$ cat src/rtl/core/button_tuned_led_pattern_sequencer_core_macros.svh
// Assertion macros for the LED pattern sequencer core.
// Included by the top level; define NO_ASSERTIONS to compile them out.
`ifndef BUTTON_TUNED_LED_PATTERN_SEQUENCER_CORE_MACROS_SVH
`define BUTTON_TUNED_LED_PATTERN_SEQUENCER_CORE_MACROS_SVH
`ifndef NO_ASSERTIONS
// Check that cons holds in the same cycle as ante.
`define BLTS_ASSERT_SAME(label, clk, rstn, ante, cons) \
    label: assert property (@(posedge clk) disable iff (!rstn) (ante) |-> (cons)) \
        else $error("same-cycle check failed");
// Check that cons holds in the cycle after ante.
`define BLTS_ASSERT_NEXT(label, clk, rstn, ante, cons) \
    label: assert property (@(posedge clk) disable iff (!rstn) (ante) |=> (cons)) \
        else $error("next-cycle check failed");
`else
`define BLTS_ASSERT_SAME(label, clk, rstn, ante, cons)
`define BLTS_ASSERT_NEXT(label, clk, rstn, ante, cons)
`endif
`endif

$ cat src/rtl/core/blts_pkg.sv
// Shared types and constants of the LED pattern sequencer core.
// No dependencies; used by every module of the core but blts_fifo.
`default_nettype none

package blts_pkg;

    localparam int unsigned MODE_COUNT    = 3;
    localparam int unsigned LONG_INTERVAL = 200;

    localparam int unsigned PERIOD_W  = 16;
    localparam int unsigned ELAPSED_W = 17;
    localparam int unsigned THRESH_W  = 18;
    localparam int unsigned K_W       = 9;
    localparam int unsigned ACC_W     = 19;
    localparam int unsigned SUM_W     = 21;

    localparam logic [ELAPSED_W-1:0] ELAPSED_MAX = '1;
    localparam logic [PERIOD_W-1:0]  PRESS_MAX   = '1;
    localparam logic [PERIOD_W-1:0]  PERIOD_MAX  = '1;
    localparam logic [7:0]           DEBOUNCE_MAX = '1;
    localparam logic signed [SUM_W-1:0] SUM_ZERO    = '0;
    localparam logic signed [SUM_W-1:0] SUM_CEILING = SUM_W'(65535);

    // Divide a 16-bit count by LONG_INTERVAL: ((x >> 3) * DIV_MUL) >> DIV_SHIFT
    localparam logic [12:0] DIV_MUL   = 13'd5243;
    localparam int unsigned DIV_SHIFT = 17;

    // Configuration register indexes
    typedef enum logic [2:0] {
        CFG_LONG_THRESHOLD = 3'd0,
        CFG_DEBOUNCE       = 3'd1,
        CFG_PHASE_STEP     = 3'd2,
        CFG_PERIOD_STEP    = 3'd3,
        CFG_WRAP_PERIOD    = 3'd4,
        CFG_INITIAL_PERIOD = 3'd5
    } cfg_index_t;

    // Register values after reset
    localparam logic [15:0] RST_LONG_THRESHOLD = 16'd500;
    localparam logic [7:0]  RST_DEBOUNCE       = 8'd20;
    localparam logic [13:0] RST_PHASE_STEP     = 14'd300;
    localparam logic [9:0]  RST_PERIOD_STEP    = 10'd100;
    localparam logic [15:0] RST_WRAP_PERIOD    = 16'd2000;
    localparam logic [15:0] RST_INITIAL_PERIOD = 16'd500;

    // Effect modes
    localparam logic [1:0] MODE_FORWARD = 2'd0;
    localparam logic [1:0] MODE_REVERSE = 2'd1;
    localparam logic [1:0] MODE_ALL     = 2'd2;

    // LED masks: bit 0 red, bit 1 green, bit 2 blue
    localparam logic [2:0] LED_RED   = 3'b001;
    localparam logic [2:0] LED_GREEN = 3'b010;
    localparam logic [2:0] LED_BLUE  = 3'b100;
    localparam logic [2:0] LED_ALL   = 3'b111;

    typedef enum logic [1:0] {
        PRESS_IDLE     = 2'd0,
        PRESS_DEBOUNCE = 2'd1,
        PRESS_HELD     = 2'd2
    } press_phase_t;

    typedef enum logic [1:0] {
        SEQ_FIRST  = 2'd0,
        SEQ_SECOND = 2'd1,
        SEQ_THIRD  = 2'd2,
        SEQ_END    = 2'd3
    } seq_phase_t;

    // Classified input tick
    typedef struct packed {
        logic [1:0] level;  // bit 0 button one, bit 1 button two
        logic       any;    // some button is down
        logic       sel;    // button that would start a press (one wins)
    } item_t;

    // One result item
    typedef struct packed {
        logic [2:0]          leds;
        logic [1:0]          mode;
        logic [PERIOD_W-1:0] period;
        logic                busy;
    } result_t;

    // Status from the back end
    typedef struct packed {
        logic press_active;
    } status_t;

endpackage

`default_nettype wire

$ cat src/rtl/core/blts_fifo.sv
// Small register queue with valid/ready on both sides.
// Generic; used by the front end and for the result queue.
`default_nettype none

module blts_fifo #(
    parameter int WIDTH = 8,
    parameter int DEPTH = 2
) (
    input  wire logic             aclk,
    input  wire logic             aresetn,
    input  wire logic             in_valid,
    output logic                  in_ready,
    input  wire logic [WIDTH-1:0] in_data,
    output logic                  out_valid,
    input  wire logic             out_ready,
    output logic      [WIDTH-1:0] out_data
);

    localparam int PTR_W = (DEPTH > 1) ? $clog2(DEPTH) : 1;
    localparam int CNT_W = $clog2(DEPTH + 1);

    logic [WIDTH-1:0] mem_reg [DEPTH];
    logic [PTR_W-1:0] wr_ptr_reg, wr_ptr_next;
    logic [PTR_W-1:0] rd_ptr_reg, rd_ptr_next;
    logic [CNT_W-1:0] count_reg, count_next;
    logic             push, pop;

    assign in_ready  = (count_reg != CNT_W'(DEPTH));
    assign out_valid = (count_reg != '0);
    assign out_data  = mem_reg[rd_ptr_reg];
    assign push      = in_valid & in_ready;
    assign pop       = out_valid & out_ready;

    // Advance pointers and fill level
    always_comb begin
        wr_ptr_next = wr_ptr_reg;
        rd_ptr_next = rd_ptr_reg;
        count_next  = count_reg;
        if (push) begin
            wr_ptr_next = (wr_ptr_reg == PTR_W'(DEPTH - 1)) ? '0 : wr_ptr_reg + 1'b1;
        end
        if (pop) begin
            rd_ptr_next = (rd_ptr_reg == PTR_W'(DEPTH - 1)) ? '0 : rd_ptr_reg + 1'b1;
        end
        if (push && !pop) begin
            count_next = count_reg + 1'b1;
        end else if (pop && !push) begin
            count_next = count_reg - 1'b1;
        end
    end

    always_ff @(posedge aclk) begin
        if (!aresetn) begin
            wr_ptr_reg <= '0;
            rd_ptr_reg <= '0;
            count_reg  <= '0;
        end else begin
            wr_ptr_reg <= wr_ptr_next;
            rd_ptr_reg <= rd_ptr_next;
            count_reg  <= count_next;
        end
    end

    // Store the entry on a transfer in
    always_ff @(posedge aclk) begin
        if (push) begin
            mem_reg[wr_ptr_reg] <= in_data;
        end
    end

endmodule

`default_nettype wire

$ cat src/rtl/core/blts_front.sv
// Front end: accepts button ticks, classifies them and queues them.
// Depends on blts_pkg and blts_fifo.
`default_nettype none

module blts_front #(
    parameter int DEPTH = 2
) (
    input  wire logic           aclk,
    input  wire logic           aresetn,
    input  wire logic           s_valid,
    output logic                s_ready,
    input  wire logic           s_button_one_pressed,
    input  wire logic           s_button_two_pressed,
    output logic                item_valid,
    input  wire logic           item_ready,
    output blts_pkg::item_t     item
);

    blts_pkg::item_t in_item;
    logic [$bits(blts_pkg::item_t)-1:0] out_bits;

    // Classify: any button down, and which one starts a press
    always_comb begin
        in_item.level = {s_button_two_pressed, s_button_one_pressed};
        in_item.any   = s_button_one_pressed | s_button_two_pressed;
        in_item.sel   = !s_button_one_pressed;
    end

    blts_fifo #(
        .WIDTH ($bits(blts_pkg::item_t)),
        .DEPTH (DEPTH)
    ) u_queue (
        .aclk      (aclk),
        .aresetn   (aresetn),
        .in_valid  (s_valid),
        .in_ready  (s_ready),
        .in_data   (in_item),
        .out_valid (item_valid),
        .out_ready (item_ready),
        .out_data  (out_bits)
    );

    assign item = blts_pkg::item_t'(out_bits);

endmodule

`default_nettype wire

$ cat src/rtl/core/blts_back.sv
// Back end: press qualification, period adjustment and LED pattern.
// Processes one queued tick per cycle while the result queue takes results. Depends on blts_pkg.
`default_nettype none

module blts_back (
    input  wire logic                aclk,
    input  wire logic                aresetn,
    input  wire logic                cfg_we,
    input  wire logic [2:0]          cfg_index,
    input  wire logic [15:0]         cfg_wdata,
    input  wire logic                item_valid,
    output logic                     item_ready,
    input  wire blts_pkg::item_t     item,
    output logic                     res_valid,
    input  wire logic                res_ready,
    output blts_pkg::result_t        res,
    output blts_pkg::status_t        status
);

    localparam int PW = blts_pkg::PERIOD_W;
    localparam int EW = blts_pkg::ELAPSED_W;
    localparam int TW = blts_pkg::THRESH_W;
    localparam int SW = blts_pkg::SUM_W;
    localparam int AW = blts_pkg::ACC_W;
    localparam int KW = blts_pkg::K_W;
    localparam int MC = blts_pkg::MODE_COUNT;

    localparam logic signed [SW-1:0] SUM_ZERO_L = blts_pkg::SUM_ZERO;

    // Configuration registers
    logic [15:0]   thresh_reg, thresh_next;
    logic [7:0]    debounce_cfg_reg, debounce_cfg_next;
    logic [13:0]   phase_step_reg, phase_step_next;
    logic [9:0]    period_step_reg, period_step_next;
    logic [PW-1:0] wrap_reg, wrap_next;
    logic [PW-1:0] initial_reg, initial_next;

    // Core state
    logic [PW-1:0] mode_periods_reg [MC];
    logic [PW-1:0] mode_periods_next [MC];
    logic [1:0]    mode_reg, mode_next;
    logic [PW-1:0] period_reg, period_next;
    logic [EW-1:0] elapsed_reg, elapsed_next;
    logic [PW-1:0] press_ticks_reg, press_ticks_next;
    logic [KW-1:0] k_reg, k_next;
    logic [2:0]    leds_reg, leds_next;
    logic [7:0]    debounce_reg, debounce_next;
    logic          button_reg, button_next;
    blts_pkg::seq_phase_t   seq_reg, seq_next;
    blts_pkg::press_phase_t press_reg, press_next;

    // Control
    logic          step;
    logic          btn_level;
    logic [7:0]    debounce_inc;
    logic [EW-1:0] elapsed_inc;
    logic          press_idle;
    logic          qualify;
    logic          release_now;
    logic          pattern_run;

    // Long-press interval count
    logic [PW-1:0] over;
    logic [25:0]   over_prod;
    logic [AW-1:0] acc;

    // Release arithmetic
    logic                 is_long;
    logic                 short_two;
    logic signed [SW-1:0] diff;
    logic [1:0]           mode_after;
    logic signed [SW-1:0] adj_sum [MC];
    logic [PW-1:0]        adj_period [MC];

    // Pattern evaluation
    logic [TW-1:0]  t0, t1, t2, t3, e_ext;
    logic [2:0]     pat_leds;
    logic [EW-1:0]  pat_elapsed;
    logic           pat_done;
    blts_pkg::seq_phase_t pat_seq;

    assign step         = item_valid & res_ready;
    assign item_ready   = res_ready;
    assign res_valid    = item_valid;
    assign btn_level    = item.level[button_reg];
    assign debounce_inc = (debounce_reg == blts_pkg::DEBOUNCE_MAX) ?
                          debounce_reg : debounce_reg + 1'b1;
    assign elapsed_inc  = (elapsed_reg == blts_pkg::ELAPSED_MAX) ?
                          elapsed_reg : elapsed_reg + 1'b1;
    assign press_idle   = (press_reg != blts_pkg::PRESS_DEBOUNCE) &&
                          (press_reg != blts_pkg::PRESS_HELD);

    // Press phase: next state
    always_comb begin
        press_next = press_reg;
        if (step) begin
            unique case (press_reg)
                blts_pkg::PRESS_DEBOUNCE: begin
                    if (!btn_level) begin
                        press_next = blts_pkg::PRESS_IDLE;
                    end else if (debounce_inc >= debounce_cfg_reg) begin
                        press_next = blts_pkg::PRESS_HELD;
                    end
                end
                blts_pkg::PRESS_HELD: begin
                    if (!btn_level) begin
                        press_next = blts_pkg::PRESS_IDLE;
                    end
                end
                default: begin
                    if (item.any) begin
                        press_next = (debounce_cfg_reg == '0) ? blts_pkg::PRESS_HELD :
                                                                blts_pkg::PRESS_DEBOUNCE;
                    end else begin
                        press_next = blts_pkg::PRESS_IDLE;
                    end
                end
            endcase
        end
    end

    // Press phase: decoded actions
    always_comb begin
        qualify     = step && (press_next == blts_pkg::PRESS_HELD) &&
                      (press_reg != blts_pkg::PRESS_HELD);
        release_now = step && (press_reg == blts_pkg::PRESS_HELD) && !btn_level;
        pattern_run = step && press_idle && (press_next == blts_pkg::PRESS_IDLE);
        status.press_active = !press_idle;
    end

    // Track whole long-press intervals of the next state; scale by the period step
    always_comb begin
        over      = (press_ticks_next >= thresh_next) ? press_ticks_next - thresh_next : '0;
        over_prod = {13'd0, over[PW-1:3]} * {13'd0, blts_pkg::DIV_MUL};
        k_next    = over_prod[blts_pkg::DIV_SHIFT +: KW];
        acc       = {{(AW-10){1'b0}}, period_step_reg} * {{(AW-KW){1'b0}}, k_reg};
    end

    // Release: pick the signed period change and the next mode
    always_comb begin
        is_long   = (press_ticks_reg >= thresh_reg);
        short_two = !is_long && button_reg;
        if (!is_long) begin
            diff = button_reg ? SUM_ZERO_L : -$signed({{(SW-10){1'b0}}, period_step_reg});
        end else begin
            diff = button_reg ? $signed({{(SW-AW){1'b0}}, acc}) :
                                -$signed({{(SW-AW){1'b0}}, acc});
        end
        if (short_two) begin
            mode_after = (mode_reg == blts_pkg::MODE_ALL) ? blts_pkg::MODE_FORWARD :
                                                            mode_reg + 1'b1;
        end else begin
            mode_after = mode_reg;
        end
    end

    // Apply the change to every mode period; wrap at zero, saturate on top
    always_comb begin
        for (int i = 0; i < MC; i++) begin
            adj_sum[i] = $signed({{(SW-PW){1'b0}}, mode_periods_reg[i]}) + diff;
            if (adj_sum[i] <= blts_pkg::SUM_ZERO) begin
                adj_period[i] = wrap_reg;
            end else if (adj_sum[i] > blts_pkg::SUM_CEILING) begin
                adj_period[i] = blts_pkg::PERIOD_MAX;
            end else begin
                adj_period[i] = adj_sum[i][PW-1:0];
            end
        end
    end

    // Pattern: do every toggle whose time has passed
    always_comb begin
        t0    = {2'b00, period_reg};
        t1    = {2'b00, period_reg} + {4'b0000, phase_step_reg};
        t2    = {2'b00, period_reg} + {3'b000, phase_step_reg, 1'b0};
        t3    = {2'b00, period_reg} + {4'b0000, phase_step_reg}
              + {3'b000, phase_step_reg, 1'b0};
        e_ext = {1'b0, elapsed_inc};
        pat_leds    = leds_reg;
        pat_seq     = seq_reg;
        pat_elapsed = elapsed_inc;
        pat_done    = 1'b0;
        for (int g = 0; g < 4; g++) begin
            if (!pat_done) begin
                unique case (pat_seq)
                    blts_pkg::SEQ_FIRST: begin
                        if (e_ext < t0) begin
                            pat_done = 1'b1;
                        end else if (mode_reg == blts_pkg::MODE_ALL) begin
                            pat_leds    = pat_leds ^ blts_pkg::LED_ALL;
                            pat_elapsed = '0;
                            pat_done    = 1'b1;
                        end else begin
                            pat_leds = pat_leds ^ ((mode_reg == blts_pkg::MODE_FORWARD) ?
                                                   blts_pkg::LED_RED : blts_pkg::LED_BLUE);
                            pat_seq  = blts_pkg::SEQ_SECOND;
                        end
                    end
                    blts_pkg::SEQ_SECOND: begin
                        if (e_ext < t1) begin
                            pat_done = 1'b1;
                        end else begin
                            pat_leds = pat_leds ^ blts_pkg::LED_GREEN;
                            pat_seq  = blts_pkg::SEQ_THIRD;
                        end
                    end
                    blts_pkg::SEQ_THIRD: begin
                        if (e_ext < t2) begin
                            pat_done = 1'b1;
                        end else begin
                            pat_leds = pat_leds ^ ((mode_reg == blts_pkg::MODE_FORWARD) ?
                                                   blts_pkg::LED_BLUE : blts_pkg::LED_RED);
                            pat_seq  = blts_pkg::SEQ_END;
                        end
                    end
                    default: begin
                        if (e_ext >= t3) begin
                            pat_elapsed = '0;
                            pat_seq     = blts_pkg::SEQ_FIRST;
                        end
                        pat_done = 1'b1;
                    end
                endcase
            end
        end
    end

    // Datapath next values
    always_comb begin
        thresh_next       = thresh_reg;
        debounce_cfg_next = debounce_cfg_reg;
        phase_step_next   = phase_step_reg;
        period_step_next  = period_step_reg;
        wrap_next         = wrap_reg;
        initial_next      = initial_reg;
        mode_periods_next = mode_periods_reg;
        mode_next         = mode_reg;
        period_next       = period_reg;
        elapsed_next      = elapsed_reg;
        press_ticks_next  = press_ticks_reg;
        leds_next         = leds_reg;
        debounce_next     = debounce_reg;
        button_next       = button_reg;
        seq_next          = seq_reg;

        if (step) begin
            elapsed_next = elapsed_inc;
            unique case (press_reg)
                blts_pkg::PRESS_DEBOUNCE: begin
                    debounce_next = btn_level ? debounce_inc : '0;
                end
                blts_pkg::PRESS_HELD: begin
                    if (btn_level && (press_ticks_reg != blts_pkg::PRESS_MAX)) begin
                        press_ticks_next = press_ticks_reg + 1'b1;
                    end
                end
                default: begin
                    if (item.any) begin
                        button_next   = item.sel;
                        debounce_next = '0;
                    end
                end
            endcase

            if (release_now) begin
                if (short_two) begin
                    leds_next = blts_pkg::LED_ALL;
                end
                mode_periods_next = adj_period;
                mode_next         = mode_after;
                period_next       = adj_period[mode_after];
            end

            if (qualify) begin
                press_ticks_next = '0;
                seq_next         = blts_pkg::SEQ_FIRST;
            end

            if (pattern_run) begin
                leds_next    = pat_leds;
                seq_next     = pat_seq;
                elapsed_next = pat_elapsed;
            end
        end

        // Configuration writes
        if (cfg_we) begin
            unique case (cfg_index)
                blts_pkg::CFG_LONG_THRESHOLD: thresh_next       = cfg_wdata;
                blts_pkg::CFG_DEBOUNCE:       debounce_cfg_next = cfg_wdata[7:0];
                blts_pkg::CFG_PHASE_STEP:     phase_step_next   = cfg_wdata[13:0];
                blts_pkg::CFG_PERIOD_STEP:    period_step_next  = cfg_wdata[9:0];
                blts_pkg::CFG_WRAP_PERIOD:    wrap_next         = cfg_wdata;
                blts_pkg::CFG_INITIAL_PERIOD: begin
                    initial_next = cfg_wdata;
                    for (int i = 0; i < MC; i++) begin
                        mode_periods_next[i] = cfg_wdata;
                    end
                    period_next = cfg_wdata;
                end
                default: begin
                end
            endcase
        end
    end

    // Result of this tick
    always_comb begin
        res.leds   = leds_next;
        res.mode   = mode_next;
        res.period = period_next;
        res.busy   = (press_next != blts_pkg::PRESS_IDLE);
    end

    always_ff @(posedge aclk) begin
        if (!aresetn) begin
            thresh_reg       <= blts_pkg::RST_LONG_THRESHOLD;
            debounce_cfg_reg <= blts_pkg::RST_DEBOUNCE;
            phase_step_reg   <= blts_pkg::RST_PHASE_STEP;
            period_step_reg  <= blts_pkg::RST_PERIOD_STEP;
            wrap_reg         <= blts_pkg::RST_WRAP_PERIOD;
            initial_reg      <= blts_pkg::RST_INITIAL_PERIOD;
            for (int i = 0; i < MC; i++) begin
                mode_periods_reg[i] <= blts_pkg::RST_INITIAL_PERIOD;
            end
            mode_reg        <= blts_pkg::MODE_FORWARD;
            period_reg      <= blts_pkg::RST_INITIAL_PERIOD;
            elapsed_reg     <= '0;
            press_ticks_reg <= '0;
            k_reg           <= '0;
            leds_reg        <= '0;
            debounce_reg    <= '0;
            button_reg      <= 1'b0;
            seq_reg         <= blts_pkg::SEQ_FIRST;
            press_reg       <= blts_pkg::PRESS_IDLE;
        end else begin
            thresh_reg       <= thresh_next;
            debounce_cfg_reg <= debounce_cfg_next;
            phase_step_reg   <= phase_step_next;
            period_step_reg  <= period_step_next;
            wrap_reg         <= wrap_next;
            initial_reg      <= initial_next;
            mode_periods_reg <= mode_periods_next;
            mode_reg         <= mode_next;
            period_reg       <= period_next;
            elapsed_reg      <= elapsed_next;
            press_ticks_reg  <= press_ticks_next;
            k_reg            <= k_next;
            leds_reg         <= leds_next;
            debounce_reg     <= debounce_next;
            button_reg       <= button_next;
            seq_reg          <= seq_next;
            press_reg        <= press_next;
        end
    end

endmodule

`default_nettype wire

$ cat src/rtl/core/button_tuned_led_pattern_sequencer_core.sv
// Button-tuned LED pattern sequencer: one input item is one millisecond tick with the two
// button levels, and each tick gives exactly one result (LED levels, mode, period, busy).
// The block sustains one tick per clock cycle unless m_ready stalls it; the back end
// finishes a whole tick, with press qualification, period adjustment and every due
// pattern toggle, in the cycle it takes the tick. Ticks pass the input queue, results the
// result queue; each queue holds QUEUE_DEPTH items, so either side may stall alone.
// The configuration port writes a register in the cycle cfg_we is high; the initial
// period also reloads all mode periods. Write only while no tick is in flight.
`default_nettype none

`include "button_tuned_led_pattern_sequencer_core_macros.svh"

module button_tuned_led_pattern_sequencer_core #(
    parameter int QUEUE_DEPTH = 2
) (
    input  wire logic        aclk,
    input  wire logic        aresetn,
    input  wire logic        cfg_we,
    input  wire logic [2:0]  cfg_index,
    input  wire logic [15:0] cfg_wdata,
    input  wire logic        s_valid,
    output logic             s_ready,
    input  wire logic        s_button_one_pressed,
    input  wire logic        s_button_two_pressed,
    output logic             m_valid,
    input  wire logic        m_ready,
    output logic             m_led_red,
    output logic             m_led_green,
    output logic             m_led_blue,
    output logic [1:0]       m_blink_mode,
    output logic [15:0]      m_blink_period,
    output logic             m_button_busy
);

    logic                item_valid;
    logic                item_ready;
    blts_pkg::item_t     item;
    logic                res_valid;
    logic                res_ready;
    blts_pkg::result_t   res;
    blts_pkg::status_t   status;
    logic [$bits(blts_pkg::result_t)-1:0] out_bits;
    blts_pkg::result_t   out_res;

    // Accept and classify ticks
    blts_front #(
        .DEPTH (QUEUE_DEPTH)
    ) u_front (
        .aclk                 (aclk),
        .aresetn              (aresetn),
        .s_valid              (s_valid),
        .s_ready              (s_ready),
        .s_button_one_pressed (s_button_one_pressed),
        .s_button_two_pressed (s_button_two_pressed),
        .item_valid           (item_valid),
        .item_ready           (item_ready),
        .item                 (item)
    );

    // Run the sequencer
    blts_back u_back (
        .aclk       (aclk),
        .aresetn    (aresetn),
        .cfg_we     (cfg_we),
        .cfg_index  (cfg_index),
        .cfg_wdata  (cfg_wdata),
        .item_valid (item_valid),
        .item_ready (item_ready),
        .item       (item),
        .res_valid  (res_valid),
        .res_ready  (res_ready),
        .res        (res),
        .status     (status)
    );

    // Hold results until the consumer takes the transfer
    blts_fifo #(
        .WIDTH ($bits(blts_pkg::result_t)),
        .DEPTH (QUEUE_DEPTH)
    ) u_result_queue (
        .aclk      (aclk),
        .aresetn   (aresetn),
        .in_valid  (res_valid),
        .in_ready  (res_ready),
        .in_data   (res),
        .out_valid (m_valid),
        .out_ready (m_ready),
        .out_data  (out_bits)
    );

    assign out_res        = blts_pkg::result_t'(out_bits);
    assign m_led_red      = out_res.leds[0];
    assign m_led_green    = out_res.leds[1];
    assign m_led_blue     = out_res.leds[2];
    assign m_blink_mode   = out_res.mode;
    assign m_blink_period = out_res.period;
    assign m_button_busy  = out_res.busy;

    // A press seen while idle must start debounce or hold
    `BLTS_ASSERT_NEXT(a_press_starts, aclk, aresetn, item_valid && item_ready && !status.press_active && item.any, status.press_active)
    // No button while idle keeps the press logic idle
    `BLTS_ASSERT_NEXT(a_idle_stays, aclk, aresetn, item_valid && item_ready && !status.press_active && !item.any, !status.press_active)
    // Mode never leaves its range
    `BLTS_ASSERT_SAME(a_mode_range, aclk, aresetn, m_valid, m_blink_mode <= blts_pkg::MODE_ALL)

endmodule

`default_nettype wire

$ cat config.mk
export PLATFORM = sky130hd
export DESIGN_NAME = button_tuned_led_pattern_sequencer_core
export DESIGN_NICKNAME = d
export VERILOG_FILES = /design/src/rtl/core/blts_pkg.sv /design/src/rtl/core/blts_fifo.sv /design/src/rtl/core/blts_front.sv /design/src/rtl/core/blts_back.sv /design/src/rtl/core/button_tuned_led_pattern_sequencer_core.sv
export VERILOG_INCLUDE_DIRS = /design/src /design/src/rtl/core
export SDC_FILE = /design/constraint.sdc
export NUM_CORES = 1
export LEC_CHECK = 0
export BUFFER_PORTS_ARGS = -buffer_cell sky130_fd_sc_hd__buf_4
export CAP_MARGIN = 20
export CORE_MARGIN = 2
export CORE_UTILIZATION = 50
export DETAILED_ROUTE_END_ITERATION = 7
export PLACE_DENSITY = 0.66
export SLEW_MARGIN = 20
export SYNTH_ARGS = -nofsm -noshare
export SYNTH_HDL_FRONTEND = slang
export SYNTH_SLANG_ARGS = --single-unit
$ cat constraint.sdc
create_clock -name aclk -period 14.6 [get_ports aclk]
set_input_delay 0.73 -clock aclk [delete_from_list [all_inputs] [get_ports aclk]]
set_output_delay 0.73 -clock aclk [all_outputs]
set_load 0.01 [all_outputs]
**Word-level counts from Yosys, hierarchy flattened**

Memories as Yosys holds them, arrays and structs flattened. A register that Yosys moved wholly into a read port is not among the register bits.
Index checks and enable logic that the tools add are counted.

- Add/sub/neg operators: 21
- Multipliers: 2
- $lt $le $gt $ge: 15
- Eq/ne operators: 24
- Multiplexer cells: 148
- Bitwise operators: 23
- Reductions and logical operators: 46

Operator list:

| cell | count |
|---|---|
| 16-bit two-way mux | 19 |
| 17-bit two-way mux | 17 |
| 48-bit two-way mux | 4 |
| 17-bit one-hot mux with 2 select lines | 4 |
| 2-bit two-way mux | 43 |
| 17-bit by 21-bit adder with 21-bit output | 3 |
| 21-bit by 17-bit greater-than comparator with 1-bit output (second input constant) | 3 |
| 21-bit by 1-bit less-or-equal comparator with 1-bit output (second input constant) | 3 |
| 21-bit two-way mux | 3 |
| 3-bit two-way mux | 21 |
| 17-bit by 18-bit < comparator with 1-bit output | 2 |
| 3-bit one-hot mux with 3 select lines | 4 |
| 16-bit binary-select mux with 2-bit select | 1 |
| 16-bit >= comparator | 2 |
| 13-bit by 13-bit multiplier with 26-bit output (second input constant) | 1 |
| 8-bit two-way mux | 3 |
| 2-bit one-hot mux with 3 select lines | 4 |
| 3-bit XOR | 8 |
| 10-bit negation with 21-bit output | 1 |
| 19-bit negation with 21-bit output | 1 |
| 1-bit two-way mux | 20 |
| 10-bit by 9-bit multiplier with 19-bit output | 1 |
| 18-bit by 15-bit adder with 18-bit output | 1 |
| 17-bit by 18-bit >= comparator with 1-bit output | 1 |
| 40 further kinds | 109 |

- Register bits after elaboration: 196
- RAM bits: 52
- Input port bits: 26
- Output and inout port bits: 24
- Word-level logic and storage cells: 305
- Memories: 2

Memories:

| name | words | bits a word | rd ports | clocked after memory_dff | wr ports | line | RTL |
|---|---|---|---|---|---|---|---|
| u_result_queue.mem_reg | 2 | 22 | 1 | 1 | 1 | blts_fifo.sv:22 | `logic [WIDTH-1:0] mem_reg [DEPTH];` |
| u_front.u_queue.mem_reg | 2 | 4 | 1 | 1 | 1 | blts_fifo.sv:22 |  |

**Longest topological paths before layout**

Gate-level depths: netlist of run 1.

- Depth after elaboration: 23
- Gate-level depth with buffers: 49
- Depth with buffers taken out: 47

**Hierarchy**

From an unflattened synthesis of run 1, not the netlist that was laid out.

- Cells, all modules: 3,248
- Area total of the unflattened synthesis: 26,606.8 µm²

Modules (own cells, without submodules):

| module | instances | cells an instance | area each (µm²) |
|---|---|---|---|
| blts_back | 1 | 3,117 | 24,255.8 |
| blts_fifo at u_result_queue | 1 | 92 | 1,821.7 |
| blts_fifo at u_front.u_queue | 1 | 37 | 519.2 |
| blts_front | 1 | 2 | 10.0 |

**Least setup slack after synthesis of run 1**

OpenSTA, ideal clock, no wires.

- Path type: flip-flop to flip-flop
- Start: reg u_back.debounce_reg[0]
- End: reg u_back.k_reg[8]
- Arrival: 10,307 ps
- Required time: 14,472 ps
- Path slack: 4,165 ps
- Stages on the path, launching flop included: 49
- Clock period less this slack: 10,435 ps
- Path through: dfxtp_1 -> ha_1 -> and3_1 -> nand3_1 -> mux2_2 -> ha_1 -> a21o_1 -> a21o_1 -> a21o_1 -> a21oi_1 -> o211ai_1 -> o221ai_1 -> nor2_1 -> clkbuf_1 -> nor2_1 -> ha_1 -> nor2b_1 -> o21ai_0 -> [13 not listed] -> ha_1 -> ha_1 -> fa_1 -> ha_1 -> and3_1 -> a31o_2 -> a21o_1 -> a21o_1 -> a21o_1 -> a21o_1 -> a21o_1 -> a21oi_1 -> o211ai_1 -> nand3_1 -> nand4b_1 -> o31ai_1 -> xnor2_1 -> nor2_1

- Longest elaborated chain between the ends: 15
- Elaborated cells between the ends (all ways): 17

Ends and longest elaborated chain:

| item | line | RTL |
|---|---|---|
| start: declaration | blts_back.sv:47 | `logic [7:0] debounce_reg, debounce_next;` |
| start signal: assignment | blts_back.sv:350 | `debounce_reg <= debounce_next;` |
| 8-bit by 1-bit adder with 8-bit output / 8-bit equality test (equally long branches) | blts_back.sv:87, blts_back.sv:86 |  |
| 8-bit two-way mux * | blts_back.sv:86 | `assign debounce_inc = (debounce_reg == blts_pkg::DEBOUNCE_MAX) ?` |
| 8-bit >= comparator * | blts_back.sv:101 | `end else if (debounce_inc >= debounce_cfg_reg) begin` |
| 2-bit two-way mux * | blts_back.sv:101 |  |
| 2-bit two-way mux * | blts_back.sv:99 | `if (!btn_level) begin` |
| 2-bit one-hot mux with 2 select lines * | blts_back.sv:97 | `unique case (press_reg)` |
| 2-bit two-way mux * | blts_back.sv:96 | `if (step) begin` |
| 2-bit equality test * | blts_back.sv:124 | `qualify = step && (press_next == blts_pkg::PRESS_HELD) &&` |
| 1-bit logical AND * (2 in a row) | blts_back.sv:124 |  |
| 16-bit two-way mux * | blts_back.sv:274 | `if (qualify) begin` |
| 16-bit two-way mux * | blts_back.sv:246 | `if (step) begin` |
| via u_back.press_ticks_next[1] | blts_back.sv:44 | `logic [PW-1:0] press_ticks_reg, press_ticks_next;` |
| 16-bit subtractor / 16-bit >= comparator (equally long branches) | blts_back.sv:133 | `over = (press_ticks_next >= thresh_next) ? press_ticks_next - thresh_next : '0;` |
| 16-bit two-way mux * | blts_back.sv:133 |  |
| 13-bit by 13-bit multiplier with 26-bit output * | blts_back.sv:134 | `over_prod = {13'd0, over[PW-1:3]} * {13'd0, blts_pkg::DIV_MUL};` |
| end signal: assignment | blts_back.sv:348 | `k_reg <= k_next;` |
| end: declaration | blts_back.sv:45 | `logic [KW-1:0] k_reg, k_next;` |

The timed path passes the listed nets; every way through them passes the cells marked *.
A chain may end at the register's enable or synchronous reset.

**Worst setup path after layout of run 1**

Same ends and word-level chain as after synthesis.

==> key figures, run 1 <==
Status
  • Result of the run: finished, final reports clean

Run
  • Max-cap violations: 0

Critical path
  • CP Max Fanout: 31
  • Data required, critical path: 15.05 ns
  • Critical path's slowest cell: a221oi_1
  • Library cell appearing most often on the critical path: a21o_1
  • Endpoint arrival time on the critical path: 12.10 ns
  • Worst Setup Path Type: register to register
  • CP Launch Type: register
  • Critical path's largest stage delay: about 0.70 ns
  • Capturing element type of the critical path: register

Global route
  • Total GRT Usage: 28.7%
  • Antenna violations before repair: 1
  • Maximum number of pins on one net before global-route repair: 76
  • Number of global-route vias before repair: 23100
  • First-pass GRT wire length: 126 mm
  • GRT overflow: 0

Synthesis
  • Netlist area before placement: approximately 27000 sq um
  • Post-synthesis net count: 3718
  • Sequential share of the synthesized area: 20.8%
  • Synthesized area per cell: slightly above 8 sq um
  • Number of flip-flops and latches in the synthesized netlist: 250
  • Number of distinct standard cells referenced by the synthesized netlist: 102
  • Most used flip-flop cell after synthesis: dfxtp_1
  • Ys async rst share: 0%
  • Number of instances in the synthesized netlist: 3226
  • Number of enable flip-flop cells after synthesis: 52
  • Syn. warnings: 0

Drt
  • Remaining number of nets flagged by the antenna check after routing: 0
  • DRC violation total after the first TritonRoute iteration: 2185
  • DRC errors left: 0
  • Average wire per standard cell: between 20 and 25 microns
  • DRT Pass-1 Iters: 6
  • Total vias in the final route: between 20000 and 25000
  • Total Wirelength: around 80 mm
  • Via-to-Cell Ratio: 6.13

Clock network
  • Post-CTS Resized: 0
  • Worst skew pair latency: a little over 0.6 ns
  • TritonCTS Buffers: 29
  • Longest Clk Path Bufs: 3
  • Clk root buf: clkbuf_16
  • H-tree depth: 1
  • Post-CTS setup repair buffer count: 0
  • Sink Count: 250
  • Reg clk slew, reported paths: 0.06 ns
  • Total of hold buffers inserted after clock tree synthesis: 0
  • CTS tree: built

Cells and area
  • Design Area, Final: 28500 sq um
  • Share of the core filled with cells: 54.3%
  • Ant diodes: 0
  • Layout cell share with drive strength beyond 1: roughly 7.0%
  • Signed area change from the synthesized netlist to the final layout: 7.47%
  • Final layout net count: 3697
  • Largest register FFs: 48
  • Final-layout fill cell count: ~5000

Placed design
  • Pre-CTS worst setup slack: 2.99 ns
  • RePlAce Congestion: 0.978
  • Number of buffers inserted by port buffering: 49
  • Post-DP Area: 27500 sq um
  • Post-DP HPWL: about 62 mm

Floorplanning
  • Cell row count: between 80 and 90
  • Starting Density: 50.5%
  • Height of the die: 234 microns
  • Die span in x: 234 microns
  • Top-level I/O count: 50
  • Floorplan core area: between 50000 and 60000 sq um
  • Die Footprint: 55000 sq um

Power and ir drop
  • Share of total power in combinational logic: 54.0%
  • Worst ir drop on vdd: ~0.12 mV
  • Register share of total power: a little under a quarter
  • Switch Pwr: 1.61 mW
  • Part of the power in the clock network: 22.5%
  • Power density cells: 124 nW/um^2
  • Lkg Pwr: 13.1 nW
  • Fraction of power spent switching nets: 45.2%
  • Cell Int Power: around 2 mW

Timing
  • Worst slew margin relative to its limit: about 14%
  • Max Clk Rate: 0.0858 GHz
  • Slew at the pin closest to its max-slew limit: 1.27 ns
  • Layout Skew: 0.0429 ns
  • Max-slew violations: 0
  • Number of hold violations in the final report: 0
  • Final setup TNS: 0 ns
  • Post-route fraction of the period consumed by the critical path: 79.8%
  • Unrepaired setup endpoints after global routing: no
  • Minimum setup slack in the final design: 2.95 ns
  • Number of setup violations in the final report: 0
  • Minimum clock period: 11.65 ns

Hold path
  • Hold crit path type: input pin to register
==> worst paths after layout <==
check / from / to / slack [ns] / cells past startpoint
setup / recovery: u_back.debounce_reg[0]$_SDFFE_PN0P_ / u_back.k_reg[8]$_SDFF_PN0_ / 2.95 / 47
hold / removal: s_button_two_pressed / u_front.u_queue.mem_reg[0][3]$_DFFE_PP_ / 0.35 / 1
setup reg to reg: u_back.debounce_reg[0]$_SDFFE_PN0P_ / u_back.k_reg[8]$_SDFF_PN0_ / 2.95 / 47
hold reg to reg: u_back.debounce_cfg_reg[3]$_SDFFE_PN0P_ / u_back.debounce_cfg_reg[3]$_SDFFE_PN0P_ / 0.48 / 2
==> power groups by stage <==
stage,Clock [mW],Combinational [mW],Sequential (mW)
floorplan,0,1.31,0.828
global placement,0,1.84,0.846
detailed placement,0,1.85,0.850
CTS,0.808,1.86,0.835
global route,0.833,2.05,0.842
finish,0.801,1.92,0.835
==> layer usage <==
layer / vias up / routed length [microns] / GRT usage (%)
li1: 11400 / - / -
met1: 11500 / 34500 / 38.5
met2: 890 / 37000 / 47.9
met3: 153 / 5830 / 4.31
met4: 2 / 2430 / 8.73
met5: - / 12 / 0
==> per-stage QoR <==
step,hold slack [ns],instances,power (mW)
after global placement,0.467,3862,2.68
final,0.354,3916,3.55
after global routing,0.352,3916,3.72
after CTS,0.342,3916,3.51
after detailed placement,0.471,3862,2.70
after floorplan,0.449,3226,2.14
==> cells by family (layout without fill, tap and decap cells) <==
kind of cell / count (synthesis) / count (layout) / synth area share, %
buf+inv: 443 / 445 / 6.36
compound gates: 857 / 857 / 21.5
simple gates: 966 / 966 / 17.4
flops: 250 / 250 / 20.8
xor+xnor: 165 / 165 / 5.50
mux: 78 / 78 / 3.16
fa+ha+maj: 467 / 467 / 25.3
==> critical path: cells and delay by family, from the launching register on <==
| family | cells | cell delay, ns |
|---|---|---|
| AO/OA/AOI/OAI | 22 | 5.45 |
| XOR/XNOR | 1 | 0.15 |
| adder cells (fa/ha/maj) | 9 | 3.00 |
| buffers and inverters | 3 | 0.35 |
| flip-flops | 1 | 0.39 |
| multiplexers | 1 | 0.37 |
| AND/OR/NAND/NOR | 11 | 1.78 |
==> cell type report <==
type / count / area (sq um) / share of cell area [%]
multi-input cells: 2533 / 19400 / 67.9
clock buffers: 37 / 776 / 2.72
flip-flops and latches: 250 / 5530 / 19.4
repair buffers: 71 / 533 / 1.87
clock inverters: 17 / 262 / 0.916
well taps: 688 / 861 / 3.02
inverters: 320 / 1200 / 4.22
==> cell usage after synthesis, drive strengths merged (13+ instances only) <==
cell type	n	area, sq um
nor2	232	871
mux2i	40	400
a31oi	38	244
nor2b	28	175
xnor2	94	831
or3	17	106
or2	26	163
o21a	35	263
nand2b	25	156
fa	117	2340
xor2	71	629
a211o	13	114
nor4	17	131
nand3	84	420
a211oi	16	130
nand2	312	1170
a21oi	255	1280
nor3	72	370
o221ai	27	236
nand4	26	163
edfxtp	52	1560
and3	25	156
a21o	73	548
a22oi	22	165
mux2	37	417
a221oi	13	120
inv	317	1190
o21bai	24	191
buf	26	116
a22o	15	131
clkbuf	97	372
o22ai	15	93.8
ha	349	4370
o211ai	39	298
o21ai	156	785
dfxtp	198	3960
and2	62	388
==> layout by cell type, fill, tap and decap left out, types with 35 or more instances in the layout <==
master,netlist,layout
a21o_1,73,73
a21oi_1,254,254
a31oi_1,37,37
and2_1,62,62
buf_4,1,71
dfxtp_1,198,198
edfxtp_1,52,52
fa_1,117,117
ha_1,349,349
inv_1,317,317
mux2_2,37,37
mux2i_1,40,40
nand2_1,311,311
nand3_1,84,84
nor2_1,232,229
nor3_1,70,69
o211ai_1,38,38
o21a_1,35,35
o21ai_0,143,143
xnor2_1,93,93
xor2_1,70,70
No activity file was read; power rests on OpenSTA's default activity.
==> run 2: changes to the inputs <==
clock period = 11.05 ns   (was 14.6 ns; I/O delays follow)
==> key figures, run 2 (same netlist as run 1, synthesis figures left out) <==
Timing
  • Minimum clock period: 10.36 ns (was 11.65 ns)
  • Worst slew margin relative to its limit: 25.0% (was 14.4%)
  • Layout Skew: 0.0306 ns (was 0.0429 ns)
  • Final setup TNS: 0 ns (unchanged)
  • Max-slew violations: 0 (unchanged)
  • Number of setup violations in the final report: 0 (unchanged)
  • Number of hold violations in the final report: 0 (unchanged)
  • Slew at the pin closest to its max-slew limit: 1.12 ns (was 1.27 ns)
  • Minimum setup slack in the final design: 0.694 ns (was 2.95 ns)
  • Max Clk Rate: 0.0966 GHz (was 0.0858 GHz)
  • Final-layout worst hold slack: 0.172 ns (was 0.354 ns)
  • Unrepaired setup endpoints after global routing: yes (was no)
  • Post-route fraction of the period consumed by the critical path: 93.7% (was 79.8%)

Status
  • Result of the run: finished, final reports clean (unchanged)

Power and ir drop
  • Lkg Pwr: 13.2 nW (was 13.1 nW)
  • Worst ir drop on vdd: 0.205 mV (was 0.117 mV)
  • Power density cells: 163 nW/um^2 (was 124 nW/um^2)

Global route
  • Number of global-route vias before repair: 23300 (was 23100)
  • First-pass GRT wire length: 126 mm (about the same)
  • Total GRT Usage: 28.8% (was 28.7%)
  • Maximum number of pins on one net before global-route repair: 72 (was 76)
  • GRT overflow: 0 (unchanged)
  • Antenna violations before repair: 1 (unchanged)

Floorplanning
  • Starting Density: 50.5% (unchanged)
  • Top-level I/O count: 50 (unchanged)
  • Height of the die: 234 microns (unchanged)
  • Cell row count: 84 (unchanged)
  • Die span in x: 234 microns (unchanged)
  • Floorplan core area: 52600 sq um (unchanged)
  • Die Footprint: 55000 sq um (unchanged)

Placed design
  • Placed Cells: 3872 (was 3862)
  • Number of buffers inserted by port buffering: 49 (unchanged)
  • Pre-CTS worst setup slack: 0.102 ns (was 2.99 ns)
  • Post-DP HPWL: 62.0 mm (was 62.3 mm)
  • Post-DP Area: 27600 sq um (was 27500 sq um)
  • RePlAce Congestion: 0.951 (was 0.978)

Clock network
  • Longest Clk Path Bufs: 3 (unchanged)
  • Sink Count: 250 (unchanged)
  • H-tree depth: 1 (unchanged)
  • TritonCTS Buffers: 29 (unchanged)
  • Reg clk slew, reported paths: 0.06 ns (about the same)
  • CTS tree: built (unchanged)
  • Clk root buf: clkbuf_16 (unchanged)
  • Total of hold buffers inserted after clock tree synthesis: 0 (unchanged)
  • Worst skew pair latency: 0.60 ns (was 0.61 ns)

Critical path
  • Setup slack, reg-to-reg: 0.69 ns (was 2.95 ns)
  • Critical path's largest stage delay: 0.50 ns (was 0.70 ns)
  • Data required, critical path: 11.50 ns (was 15.05 ns)
  • Worst Setup Path Type: register to register (unchanged)
  • Critical path's slowest cell: fa_1 (was a221oi_1)
  • Capturing element type of the critical path: register (unchanged)
  • Library cell appearing most often on the critical path: a21o_1 (unchanged)
  • Endpoint arrival time on the critical path: 10.81 ns (was 12.10 ns)
  • CP Max Fanout: 30 (was 31)
  • CP Launch Type: register (unchanged)

Cells and area
  • Cell Count, Final, Fillers Out: 3929 (was 3916)
  • Final layout net count: 3710 (was 3697)
  • Highest-count cells in the layout ignoring fill and taps: ha_1 (348), inv_1 (317), nand2_1 (311) (was ha_1 (349), inv_1 (317), nand2_1 (311))
  • Design Area, Final: 28700 sq um (was 28500 sq um)
  • Commonest non-fill, non-tap cell in the layout: ha_1 (unchanged)
  • Signed area change from the synthesized netlist to the final layout: 8.03% (was 7.47%)
  • Ant diodes: 0 (unchanged)
  • Layout cell share with drive strength beyond 1: 7.90% (was 7.00%)
  • Largest register FFs: 48 (unchanged)

Drt
  • DRC errors left: 0 (unchanged)
  • DRT Pass-1 Iters: 5 (was 6)
  • Total vias in the final route: 24200 (was 24000)
  • Via-to-Cell Ratio: 6.16 (was 6.13)
  • Average wire per standard cell: 20.2 microns (was 20.4 microns)
  • Total Wirelength: 79.5 mm (was 79.7 mm)
  • Remaining number of nets flagged by the antenna check after routing: 0 (unchanged)
  • DRC violation total after the first TritonRoute iteration: 2211 (was 2185)

Hold path
  • Hold crit path type: input pin to register (unchanged)

Run
  • Max-cap violations: 0 (unchanged)
-- run 2: cell count changes in the layout (fill, tap and decap cells not counted), sizes merged --
cell / change
buf: +13
bufinv: -2
clkinvlp: +1
clkbuf: +1
-- run 2: what timing repair did --
action / CTS / global route
endpoints found under the setup margin: 0 / 22
setup buffers: 0 / 3
gates resized for setup: 0 / 17
-- run 2: worst max-delay path, delay by kind of cell, from the launching register on --
family                   cells  cell delay (ns)
AND/OR/NAND/NOR             10             1.48
buffers and inverters        4             0.53
XOR/XNOR                     1             0.15
adder cells (fa/ha/maj)      9             2.96
AO/OA/AOI/OAI               22             4.34
flip-flops                   1             0.40
multiplexers                 1             0.34
-- run 2: layout make-up --
class	count	area (sq um)
clock buffers	38	801
flip-flops and latches	250	5530
clock inverters	16	218
repair buffers	84	631
multi-input cells	2533	19500
well taps	688	861
inverters	320	1200
fillers	4889	23900
-- run 2: path summary, 6_finish.rpt --
kind,start,end,depth (start not counted)
worst max-delay path,u_back.debounce_reg[0]$_SDFFE_PN0P_,u_back.k_reg[8]$_SDFF_PN0_,47
worst min register to register,u_back.debounce_cfg_reg[3]$_SDFFE_PN0P_,u_back.debounce_cfg_reg[3]$_SDFFE_PN0P_,2
worst max register to register,u_back.debounce_reg[0]$_SDFFE_PN0P_,u_back.k_reg[8]$_SDFF_PN0_,47
worst min-delay path,s_button_two_pressed,u_front.u_queue.mem_reg[0][3]$_DFFE_PP_,1
-- run 2: layer usage --
metal  wire (microns)  track usage (%)
met5               11                0
met3             5660             4.23
met2            36400             47.1
met4             3580             12.2
met1            33800             38.0
-- run 2: power breakdown --
group / switching, mW / internal, mW / leakage, nW
sequential: 0.0614 / 1.04 / 2.08
clock: 0.423 / 0.609 / 0.490
combinational: 1.64 / 0.899 / 10.6
total: 2.12 / 2.55 / 13.2
-- run 2: through the flow --
step                      utilization, %  power [mW]
after detailed placement            52.5        3.56
after global routing                54.6        4.91
final                               54.6        4.67
after CTS                           54.4        4.60
after global placement              52.5        3.53
after floorplan                        -        2.83
